$ cat src/rtl/iol_pkg.sv
// Shared types and codes for the indexed ordered list.
package iol_pkg;

   localparam int VALUE_W  = 32;
   localparam int MODE_W   = 3;
   localparam int STATUS_W = 2;

   localparam logic [MODE_W-1:0] MODE_READ   = 3'd0;
   localparam logic [MODE_W-1:0] MODE_HEAD   = 3'd1;
   localparam logic [MODE_W-1:0] MODE_TAIL   = 3'd2;
   localparam logic [MODE_W-1:0] MODE_AT     = 3'd3;
   localparam logic [MODE_W-1:0] MODE_DELETE = 3'd4;

   localparam logic [STATUS_W-1:0] ST_DONE  = 2'd0;
   localparam logic [STATUS_W-1:0] ST_RANGE = 2'd1;
   localparam logic [STATUS_W-1:0] ST_FULL  = 2'd2;

   localparam logic signed [VALUE_W-1:0] READ_MISS = -32'sd1;

   typedef struct packed {
      logic signed [VALUE_W-1:0] read_value;
      logic [STATUS_W-1:0]       status;
   } res_type;

endpackage

$ cat src/rtl/iol_ram.sv
// Generic single-write, single-read RAM with registered read data.
module iol_ram #(
   parameter int Width = 32,
   parameter int Depth = 64
) (
   input  logic                     clock,
   input  logic                     wr_en,
   input  logic [$clog2(Depth)-1:0] wr_addr,
   input  logic [Width-1:0]         wr_data,
   input  logic                     rd_en,
   input  logic [$clog2(Depth)-1:0] rd_addr,
   output logic [Width-1:0]         rd_data
);

   logic [Width-1:0] mem_ff [Depth];
   logic [Width-1:0] rd_data_ff;

   always_ff @(posedge clock) begin
      if (wr_en) begin
         mem_ff[wr_addr] <= wr_data;
      end
      if (rd_en) begin
         rd_data_ff <= mem_ff[rd_addr];
      end
   end

   assign rd_data = rd_data_ff;

endmodule

$ cat src/rtl/iol_seq.sv
// Request sequencer: decodes a request and moves elements one at a time through the RAM.
module iol_seq import iol_pkg::*; #(
   parameter int CAPACITY = 64
) (
   input  logic                              clock,
   input  logic                              reset,
   input  logic                              req_valid,
   input  logic [MODE_W-1:0]                 req_mode,
   input  logic [$clog2(CAPACITY+1)-1:0]     req_position,
   input  logic signed [VALUE_W-1:0]         req_value,
   input  logic                              out_free,
   output logic                              ready,
   output logic                              done,
   output res_type                           res,
   output logic [$clog2(CAPACITY+1)-1:0]     length,
   output logic                              wr_en,
   output logic [$clog2(CAPACITY)-1:0]       wr_addr,
   output logic [VALUE_W-1:0]                wr_data,
   output logic                              rd_en,
   output logic [$clog2(CAPACITY)-1:0]       rd_addr,
   input  logic [VALUE_W-1:0]                rd_data
);

   localparam int CntW  = $clog2(CAPACITY + 1);
   localparam int AddrW = $clog2(CAPACITY);
   localparam logic [CntW-1:0] CapCount = CntW'(CAPACITY);

   typedef enum logic [2:0] {
      S_IDLE,
      S_DECODE,
      S_RD_WAIT,
      S_UP,
      S_UP_WR,
      S_DOWN,
      S_DN_WR,
      S_FINISH
   } state_type;

   state_type                 state_ff, state_in;
   logic [MODE_W-1:0]         mode_ff, mode_in;
   logic [CntW-1:0]           pos_ff, pos_in;
   logic signed [VALUE_W-1:0] val_ff, val_in;
   logic [CntW-1:0]           idx_ff, idx_in;
   logic [CntW-1:0]           tgt_ff, tgt_in;
   logic [CntW-1:0]           count_ff, count_in;
   res_type                   res_ff, res_in;
   logic [CntW-1:0]           idx_p1;
   logic [CntW-1:0]           idx_m1;
   logic [CntW-1:0]           tgt;

   assign idx_p1 = idx_ff + CntW'(1);
   assign idx_m1 = idx_ff - CntW'(1);

   always_comb begin
      case (mode_ff)
         MODE_HEAD: tgt = '0;
         MODE_TAIL: tgt = count_ff;
         default:   tgt = pos_ff;
      endcase
   end

   always_comb begin
      state_in = state_ff;
      mode_in  = mode_ff;
      pos_in   = pos_ff;
      val_in   = val_ff;
      idx_in   = idx_ff;
      tgt_in   = tgt_ff;
      count_in = count_ff;
      res_in   = res_ff;
      done     = 1'b0;
      wr_en    = 1'b0;
      wr_addr  = idx_ff[AddrW-1:0];
      wr_data  = val_ff;
      rd_en    = 1'b0;
      rd_addr  = idx_ff[AddrW-1:0];
      case (state_ff)
         S_IDLE: begin
            if (req_valid) begin
               mode_in  = req_mode;
               pos_in   = req_position;
               val_in   = req_value;
               state_in = S_DECODE;
            end
         end
         S_DECODE: begin
            res_in.read_value = '0;
            res_in.status     = ST_DONE;
            case (mode_ff)
               MODE_READ: begin
                  if (pos_ff < count_ff) begin
                     rd_en    = 1'b1;
                     rd_addr  = pos_ff[AddrW-1:0];
                     state_in = S_RD_WAIT;
                  end else begin
                     res_in.read_value = READ_MISS;
                     res_in.status     = ST_RANGE;
                     state_in          = S_FINISH;
                  end
               end
               MODE_HEAD, MODE_TAIL, MODE_AT: begin
                  if (tgt > count_ff) begin
                     res_in.status = ST_RANGE;
                     state_in      = S_FINISH;
                  end else if (count_ff >= CapCount) begin
                     res_in.status = ST_FULL;
                     state_in      = S_FINISH;
                  end else begin
                     idx_in   = count_ff;
                     tgt_in   = tgt;
                     state_in = S_UP;
                  end
               end
               MODE_DELETE: begin
                  if (pos_ff < count_ff) begin
                     idx_in   = pos_ff;
                     state_in = S_DOWN;
                  end else begin
                     res_in.status = ST_RANGE;
                     state_in      = S_FINISH;
                  end
               end
               default: begin
                  res_in.status = ST_RANGE;
                  state_in      = S_FINISH;
               end
            endcase
         end
         S_RD_WAIT: begin
            res_in.read_value = rd_data;
            state_in          = S_FINISH;
         end
         S_UP: begin
            if (idx_ff > tgt_ff) begin
               rd_en    = 1'b1;
               rd_addr  = idx_m1[AddrW-1:0];
               state_in = S_UP_WR;
            end else begin
               wr_en    = 1'b1;
               count_in = count_ff + CntW'(1);
               state_in = S_FINISH;
            end
         end
         S_UP_WR: begin
            wr_en    = 1'b1;
            wr_data  = rd_data;
            idx_in   = idx_m1;
            state_in = S_UP;
         end
         S_DOWN: begin
            if (idx_p1 < count_ff) begin
               rd_en    = 1'b1;
               rd_addr  = idx_p1[AddrW-1:0];
               state_in = S_DN_WR;
            end else begin
               count_in = count_ff - CntW'(1);
               state_in = S_FINISH;
            end
         end
         S_DN_WR: begin
            wr_en    = 1'b1;
            wr_data  = rd_data;
            idx_in   = idx_p1;
            state_in = S_DOWN;
         end
         S_FINISH: begin
            if (out_free) begin
               done     = 1'b1;
               state_in = S_IDLE;
            end
         end
         default: begin
            state_in = S_IDLE;
         end
      endcase
   end

   always_ff @(posedge clock) begin
      if (reset) begin
         state_ff <= S_IDLE;
         count_ff <= '0;
      end else begin
         state_ff <= state_in;
         count_ff <= count_in;
      end
      mode_ff <= mode_in;
      pos_ff  <= pos_in;
      val_ff  <= val_in;
      idx_ff  <= idx_in;
      tgt_ff  <= tgt_in;
      res_ff  <= res_in;
   end

   assign ready  = (state_ff == S_IDLE);
   assign res    = res_ff;
   assign length = count_ff;

endmodule

$ cat src/rtl/indexed_ordered_list.sv
// Top level of the indexed ordered list: sequencer, element RAM and result register.
//
//   channel  direction  handshake            beat
//   req_     in         req_valid/req_stall  mode, position, value
//   rsp_     out        rsp_valid/rsp_stall  read_value, status, length
//
// A read hit reads the RAM once. An insert at p into n elements shifts the n-p elements
// at and above p up by one; a delete at p shifts the n-1-p elements above p down by one;
// a read miss, rejected request or unused mode goes straight to the result. Each shift
// step reads a neighbor and writes it back. Reset clears the length and control state;
// elements need no clearing pass. A stalled result lets the next request in; a finished
// one holds in the sequencer until the register frees.
module indexed_ordered_list import iol_pkg::*; #(
   parameter int CAPACITY = 64
) (
   input  logic                           clock,
   input  logic                           reset,
   input  logic                           req_valid,
   output logic                           req_stall,
   input  logic [MODE_W-1:0]              req_mode,
   input  logic [$clog2(CAPACITY+1)-1:0]  req_position,
   input  logic signed [VALUE_W-1:0]      req_value,
   output logic                           rsp_valid,
   input  logic                           rsp_stall,
   output logic signed [VALUE_W-1:0]      rsp_read_value,
   output logic [STATUS_W-1:0]            rsp_status,
   output logic [$clog2(CAPACITY+1)-1:0]  rsp_length
);

   localparam int CntW  = $clog2(CAPACITY + 1);
   localparam int AddrW = $clog2(CAPACITY);

   logic                      seq_ready;
   logic                      seq_done;
   res_type                   seq_res;
   logic [CntW-1:0]           seq_length;
   logic                      out_free;
   logic                      wr_en;
   logic [AddrW-1:0]          wr_addr;
   logic [VALUE_W-1:0]        wr_data;
   logic                      rd_en;
   logic [AddrW-1:0]          rd_addr;
   logic [VALUE_W-1:0]        rd_data;

   logic                      rsp_valid_ff, rsp_valid_in;
   logic signed [VALUE_W-1:0] rsp_read_value_ff;
   logic [STATUS_W-1:0]       rsp_status_ff;
   logic [CntW-1:0]           rsp_length_ff;

   assign out_free  = !rsp_valid_ff || !rsp_stall;
   assign req_stall = !seq_ready;

   iol_seq #(
      .CAPACITY(CAPACITY)
   ) u_seq (
      .clock       (clock),
      .reset       (reset),
      .req_valid   (req_valid),
      .req_mode    (req_mode),
      .req_position(req_position),
      .req_value   (req_value),
      .out_free    (out_free),
      .ready       (seq_ready),
      .done        (seq_done),
      .res         (seq_res),
      .length      (seq_length),
      .wr_en       (wr_en),
      .wr_addr     (wr_addr),
      .wr_data     (wr_data),
      .rd_en       (rd_en),
      .rd_addr     (rd_addr),
      .rd_data     (rd_data)
   );

   iol_ram #(
      .Width(VALUE_W),
      .Depth(CAPACITY)
   ) u_ram (
      .clock  (clock),
      .wr_en  (wr_en),
      .wr_addr(wr_addr),
      .wr_data(wr_data),
      .rd_en  (rd_en),
      .rd_addr(rd_addr),
      .rd_data(rd_data)
   );

   assign rsp_valid_in = seq_done || (rsp_valid_ff && rsp_stall);

   always_ff @(posedge clock) begin
      if (reset) begin
         rsp_valid_ff <= 1'b0;
      end else begin
         rsp_valid_ff <= rsp_valid_in;
      end
      if (seq_done) begin
         rsp_read_value_ff <= seq_res.read_value;
         rsp_status_ff     <= seq_res.status;
         rsp_length_ff     <= seq_length;
      end
   end

   assign rsp_valid      = rsp_valid_ff;
   assign rsp_read_value = rsp_read_value_ff;
   assign rsp_status     = rsp_status_ff;
   assign rsp_length     = rsp_length_ff;

endmodule

$ cat config.mk
export PLATFORM = sky130hd
export DESIGN_NAME = indexed_ordered_list
export DESIGN_NICKNAME = d
export VERILOG_FILES = /design/src/rtl/iol_pkg.sv /design/src/rtl/iol_ram.sv /design/src/rtl/iol_seq.sv /design/src/rtl/indexed_ordered_list.sv
export SDC_FILE = /design/constraint.sdc
export NUM_CORES = 2
export LEC_CHECK = 0
export BUFFER_PORTS_ARGS = -buffer_cell sky130_fd_sc_hd__buf_2
export CAP_MARGIN = 20
export CORE_ASPECT_RATIO = 0.8
export CORE_MARGIN = 5
export CORE_UTILIZATION = 40
export DETAILED_ROUTE_END_ITERATION = 6
export GPL_ROUTABILITY_DRIVEN = 0
export PLACE_DENSITY_LB_ADDON = 0.08
export SYNTH_ARGS = -nofsm -noshare
export SYNTH_HDL_FRONTEND = slang
export SYNTH_SLANG_ARGS = --single-unit
$ cat constraint.sdc
create_clock -name clock -period 4.25 [get_ports clock]
set_input_delay 0 -clock clock [delete_from_list [all_inputs] [get_ports clock]]
set_output_delay 0 -clock clock [all_outputs]
set_load 0.01 [all_outputs]
==> key figures <==
Run status
  – Status: complete, but fails checks
  – Failing checks: negative setup slack

Route
  – Routed WL per cell: 30.6 microns
  – Initial detailed-routing violation count: 7166
  – Vias: 60783
  – Vias per inst: 5.78
  – Drt first pass iters: 6
  – Routed wire length: 322000 microns
  – ANT nets after route: 0
  – Drt drc: 0

Min path
  – Worst min path class: input port to register
  – Hold path depth: 3
  – WHS Endpoint: rsp_read_value[13]$_DFFE_PP_
  – Hold Startpoint: rsp_stall

Worst setup path
  – Top delay family on crit path: compound AO/OA/AOI/OAI gates
  – Worst-path fanout max: 7
  – Crit. End Element: register
  – Crit-path cells: ha_2, buf_6, nand3_2, xnor2_2, ha_1, a21oi_2, o21ai_2, a21o_1, a221oi_4, buf_4, nand2_8, o21ai_2, o211ai_1, nand2_1, buf_4, a31oi_2, buf_6, or4_1
  – Reg-to-Reg Start: u_seq.idx_ff[1]$_DFFE_PP_
  – Reg2Reg Setup Slack: -270 ps
  – Critical Path Start: u_seq.idx_ff[1]$_DFFE_PP_
  – Worst R2R End: u_ram.rd_data[17]$_DFFE_PP_
  – Reg2reg path depth: 18
  – WP buf/inv: 4
  – CP Launch Type: register
  – Crit Path Class: register to register
  – Slowest cell on the critical path: or4_1
  – Worst EP required: 4870 ps
  – Slowest stage delay, CP: 460 ps
  – Worst endpoint data arrival time: 5140 ps

Global route
  – Largest net degree at the start of global routing: 89
  – Met3 Resource Use GR: 4.73%
  – GR peak layer: met1
  – Global Route met2 Usage: 40.3%
  – GRT Residual Overflow: 0
  – Vias in the first global route: 57276
  – Initial antenna violation count: 22
  – Met1 usage: 41.7%
  – Global-route wire length before repair: 450000 microns
  – All-layer global routing usage: 27.2%

STA
  – Max_slew headroom: 20.2%
  – Clk_skew: 81.7 ps
  – F_max: 221 MHz
  – Worst Tran Pin Value: 1200 ps
  – Hold Vio Cnt, Final: 0
  – Minimum clock period: 4520 ps
  – RSZ-0062 raised after global routing: true
  – Final setup fails: 32
  – Fin crit share: 106%
  – Final worst slack: -270 ps
  – Max Slew Vio Count: 0

Logic synthesis
  – Synth top area share: 74.8%
  – Synthesized cell area: 0.0887 sq mm
  – YS warnings: 0
  – Post-synth EDFFs: 2211
  – Largest area contributor in the netlist: edfxtp_1
  – Synth Area per Inst: 13.6 sq um
  – #FFs+latches synth: 2222
  – Post-synth ARST share: 0%
  – Cell variety after synth: 76
  – Post-Syn Nets: 6580
  – Mapped Cells: 6500
  – Top cells by count, synth: edfxtp_1, nand2_1, nand3_1, a21oi_1, clkbuf_1
  – Seq/Total Area, Yosys: 75.1%
  – Most common cell in the synthesized netlist: edfxtp_1
  – Largest cells by area after synthesis: edfxtp_1, nand2_1, nand3_1
  – Top FF cell, synth: edfxtp_1

Floorplanning
  – Starting Density: 40.2%
  – DIE AREA: 0.231 sq mm
  – Row count: 154
  – Die Y: 431 microns
  – # IOs: 89
  – DIE WIDTH: 537 microns
  – Area of the core: 0.220 sq mm

Place
  – DP Worst Slack: -852 ps
  – Port-buffer cells: 88
  – Detail Placement HPWL: 200000 microns

Power
  – Int Power: 52800 uW
  – Clock power share: 22.5%
  – Sequential share of power: 33.0%
  – Switching pwr: 33900 uW
  – Pleak: 0.0384 uW
  – Pwr dens: 783 mW/mm^2
  – VDD IR max: 0.384 mV
  – Power Total: 86700 uW
  – Comb pwr share: 44.5%
  – Sw Ratio: 39.1%

Clock tree
  – Clk slew on worst S/H paths: 60 ps
  – Clock buffer depth: 4
  – CTS Sinks: 2222
  – Worst-Skew Late Latency: 930 ps
  – TritonCTS Buffers: 229
  – Root Driver: clkbuf_16
  – CTS HTree Levels: 4
  – CTS tree: built

Run
  – Max cap viols: 0

Finish
  – Area delta synth->final: 24.8%
  – Layout cell share with drive strength beyond 1: 21.2%
  – Final #Nets: 7438
[power by group through the flow]
stage               Combinational [uW]  Clock (uW)  Sequential [uW]
finish                           38600       19500            28600
global route                     40400       20700            28600
CTS                              37600       19800            28600
detailed placement               33800           0            29000
global placement                 33600           0            29000
floorplan                        15100           0            28600
[final cells by class]
class                      instances  area (sq um)
fill                           18927        110000
sequential                      2222         66600
multi-input combinational       3804         22000
timing repair buffer            1076         11300
clock buffer                     294          5970
tap                             2964          3710
clock inverter                   115          1050
inverter                          25          97.6
antenna                           15          37.5
[cells in the final DEF, fill, tap and decap left out, types with 93 or more instances in the layout]
master,count
a211oi_1,142
a21oi_1,328
a31oi_1,134
and3_1,170
buf_12,169
buf_4,607
clkbuf_16,230
dlygate4sd3_1,93
edfxtp_1,2211
nand2_1,1587
nand3_1,461
o21ai_0,139
[stage by stage]
stage                     hold slack [ps]  cell area (sq um)  setup TNS (ps)  std cells  utilization [%]
after floorplan                      72.8              88700               0       6500                -
after global placement                177              99500          -18560       9901             45.1
after detailed placement              178              99500          -17060       9903             45.1
after CTS                            97.5             110000           -5300      10489             50.0
after global routing                  140             111000          -10940      10503             50.2
final                                 141             111000           -5600      10515             50.2
[repair_timing]
action / CTS / global route
hold buffers: 93 / 0
gates cloned: 22 / 1
pin swaps: 107 / 35
setup buffers: 68 / 8
hold endpoints to repair: 136 / 0
resized for setup: 301 / 75
setup endpoints to repair: 32 / 32
[routing by layer]
layer  up-vias  wire length, microns
met1     31349                145000
met3       413                 28900
met2      2715                140000
met4         2                  8710
li1      26304                     -
met5         -                    13
[state kept, by name (all words and copies together), names as in the netlist]
| name | cells |
|---|---|
| u_seq.pos_ff | 7 |
| u_seq.length | 7 |
| rsp_length | 7 |
| u_ram.mem_ff | 2048 |
| rsp_status | 2 |
| rsp_valid | 1 |
| u_seq.tgt_ff | 7 |
| u_seq.val_ff | 32 |
| u_seq.mode_ff | 3 |
| u_seq.res | 34 |
| rsp_read_value | 32 |
| u_seq.idx_ff | 7 |
| u_seq.state_ff | 3 |
| u_ram.rd_data | 32 |
[worst max-delay path by stage]
stage | slack (ps) | cells past startpoint | end
after floorplan | 10 | 20 | u_ram.rd_data[11]$_DFFE_PP_
after global placement | -870 | 21 | u_ram.rd_data[8]$_DFFE_PP_
after detailed placement | -850 | 21 | u_ram.rd_data[8]$_DFFE_PP_
after CTS | -230 | 19 | u_ram.rd_data[6]$_DFFE_PP_
after global routing | -450 | 23 | u_ram.rd_data[9]$_DFFE_PP_
final | -270 | 18 | u_ram.rd_data[17]$_DFFE_PP_
[logic make-up after synthesis]
kind of cell	count (synthesis)	synth area share (%)
and+or+nand+nor	2503	12.3
DFF	2222	75.1
AOI/OAI and AO/OA	1124	8.27
buffers and inverters	476	2.27
muxes	125	1.46
adders and majority gates	34	0.488
xor gates and xnor gates	16	0.158
[worst reg2reg max path: stages (launching register included)]
cell,delay [ps]
edfxtp_1,380
ha_2,220
buf_6,120
nand3_2,90
xnor2_2,160
ha_1,310
a21oi_2,170
o21ai_2,110
a21o_1,210
a221oi_4,320
buf_4,200
nand2_8,90
o21ai_2,160
o211ai_1,420
nand2_1,310
buf_4,260
a31oi_2,100
buf_6,180
or4_1,470
No activity file was read; power rests on OpenSTA's default activity.
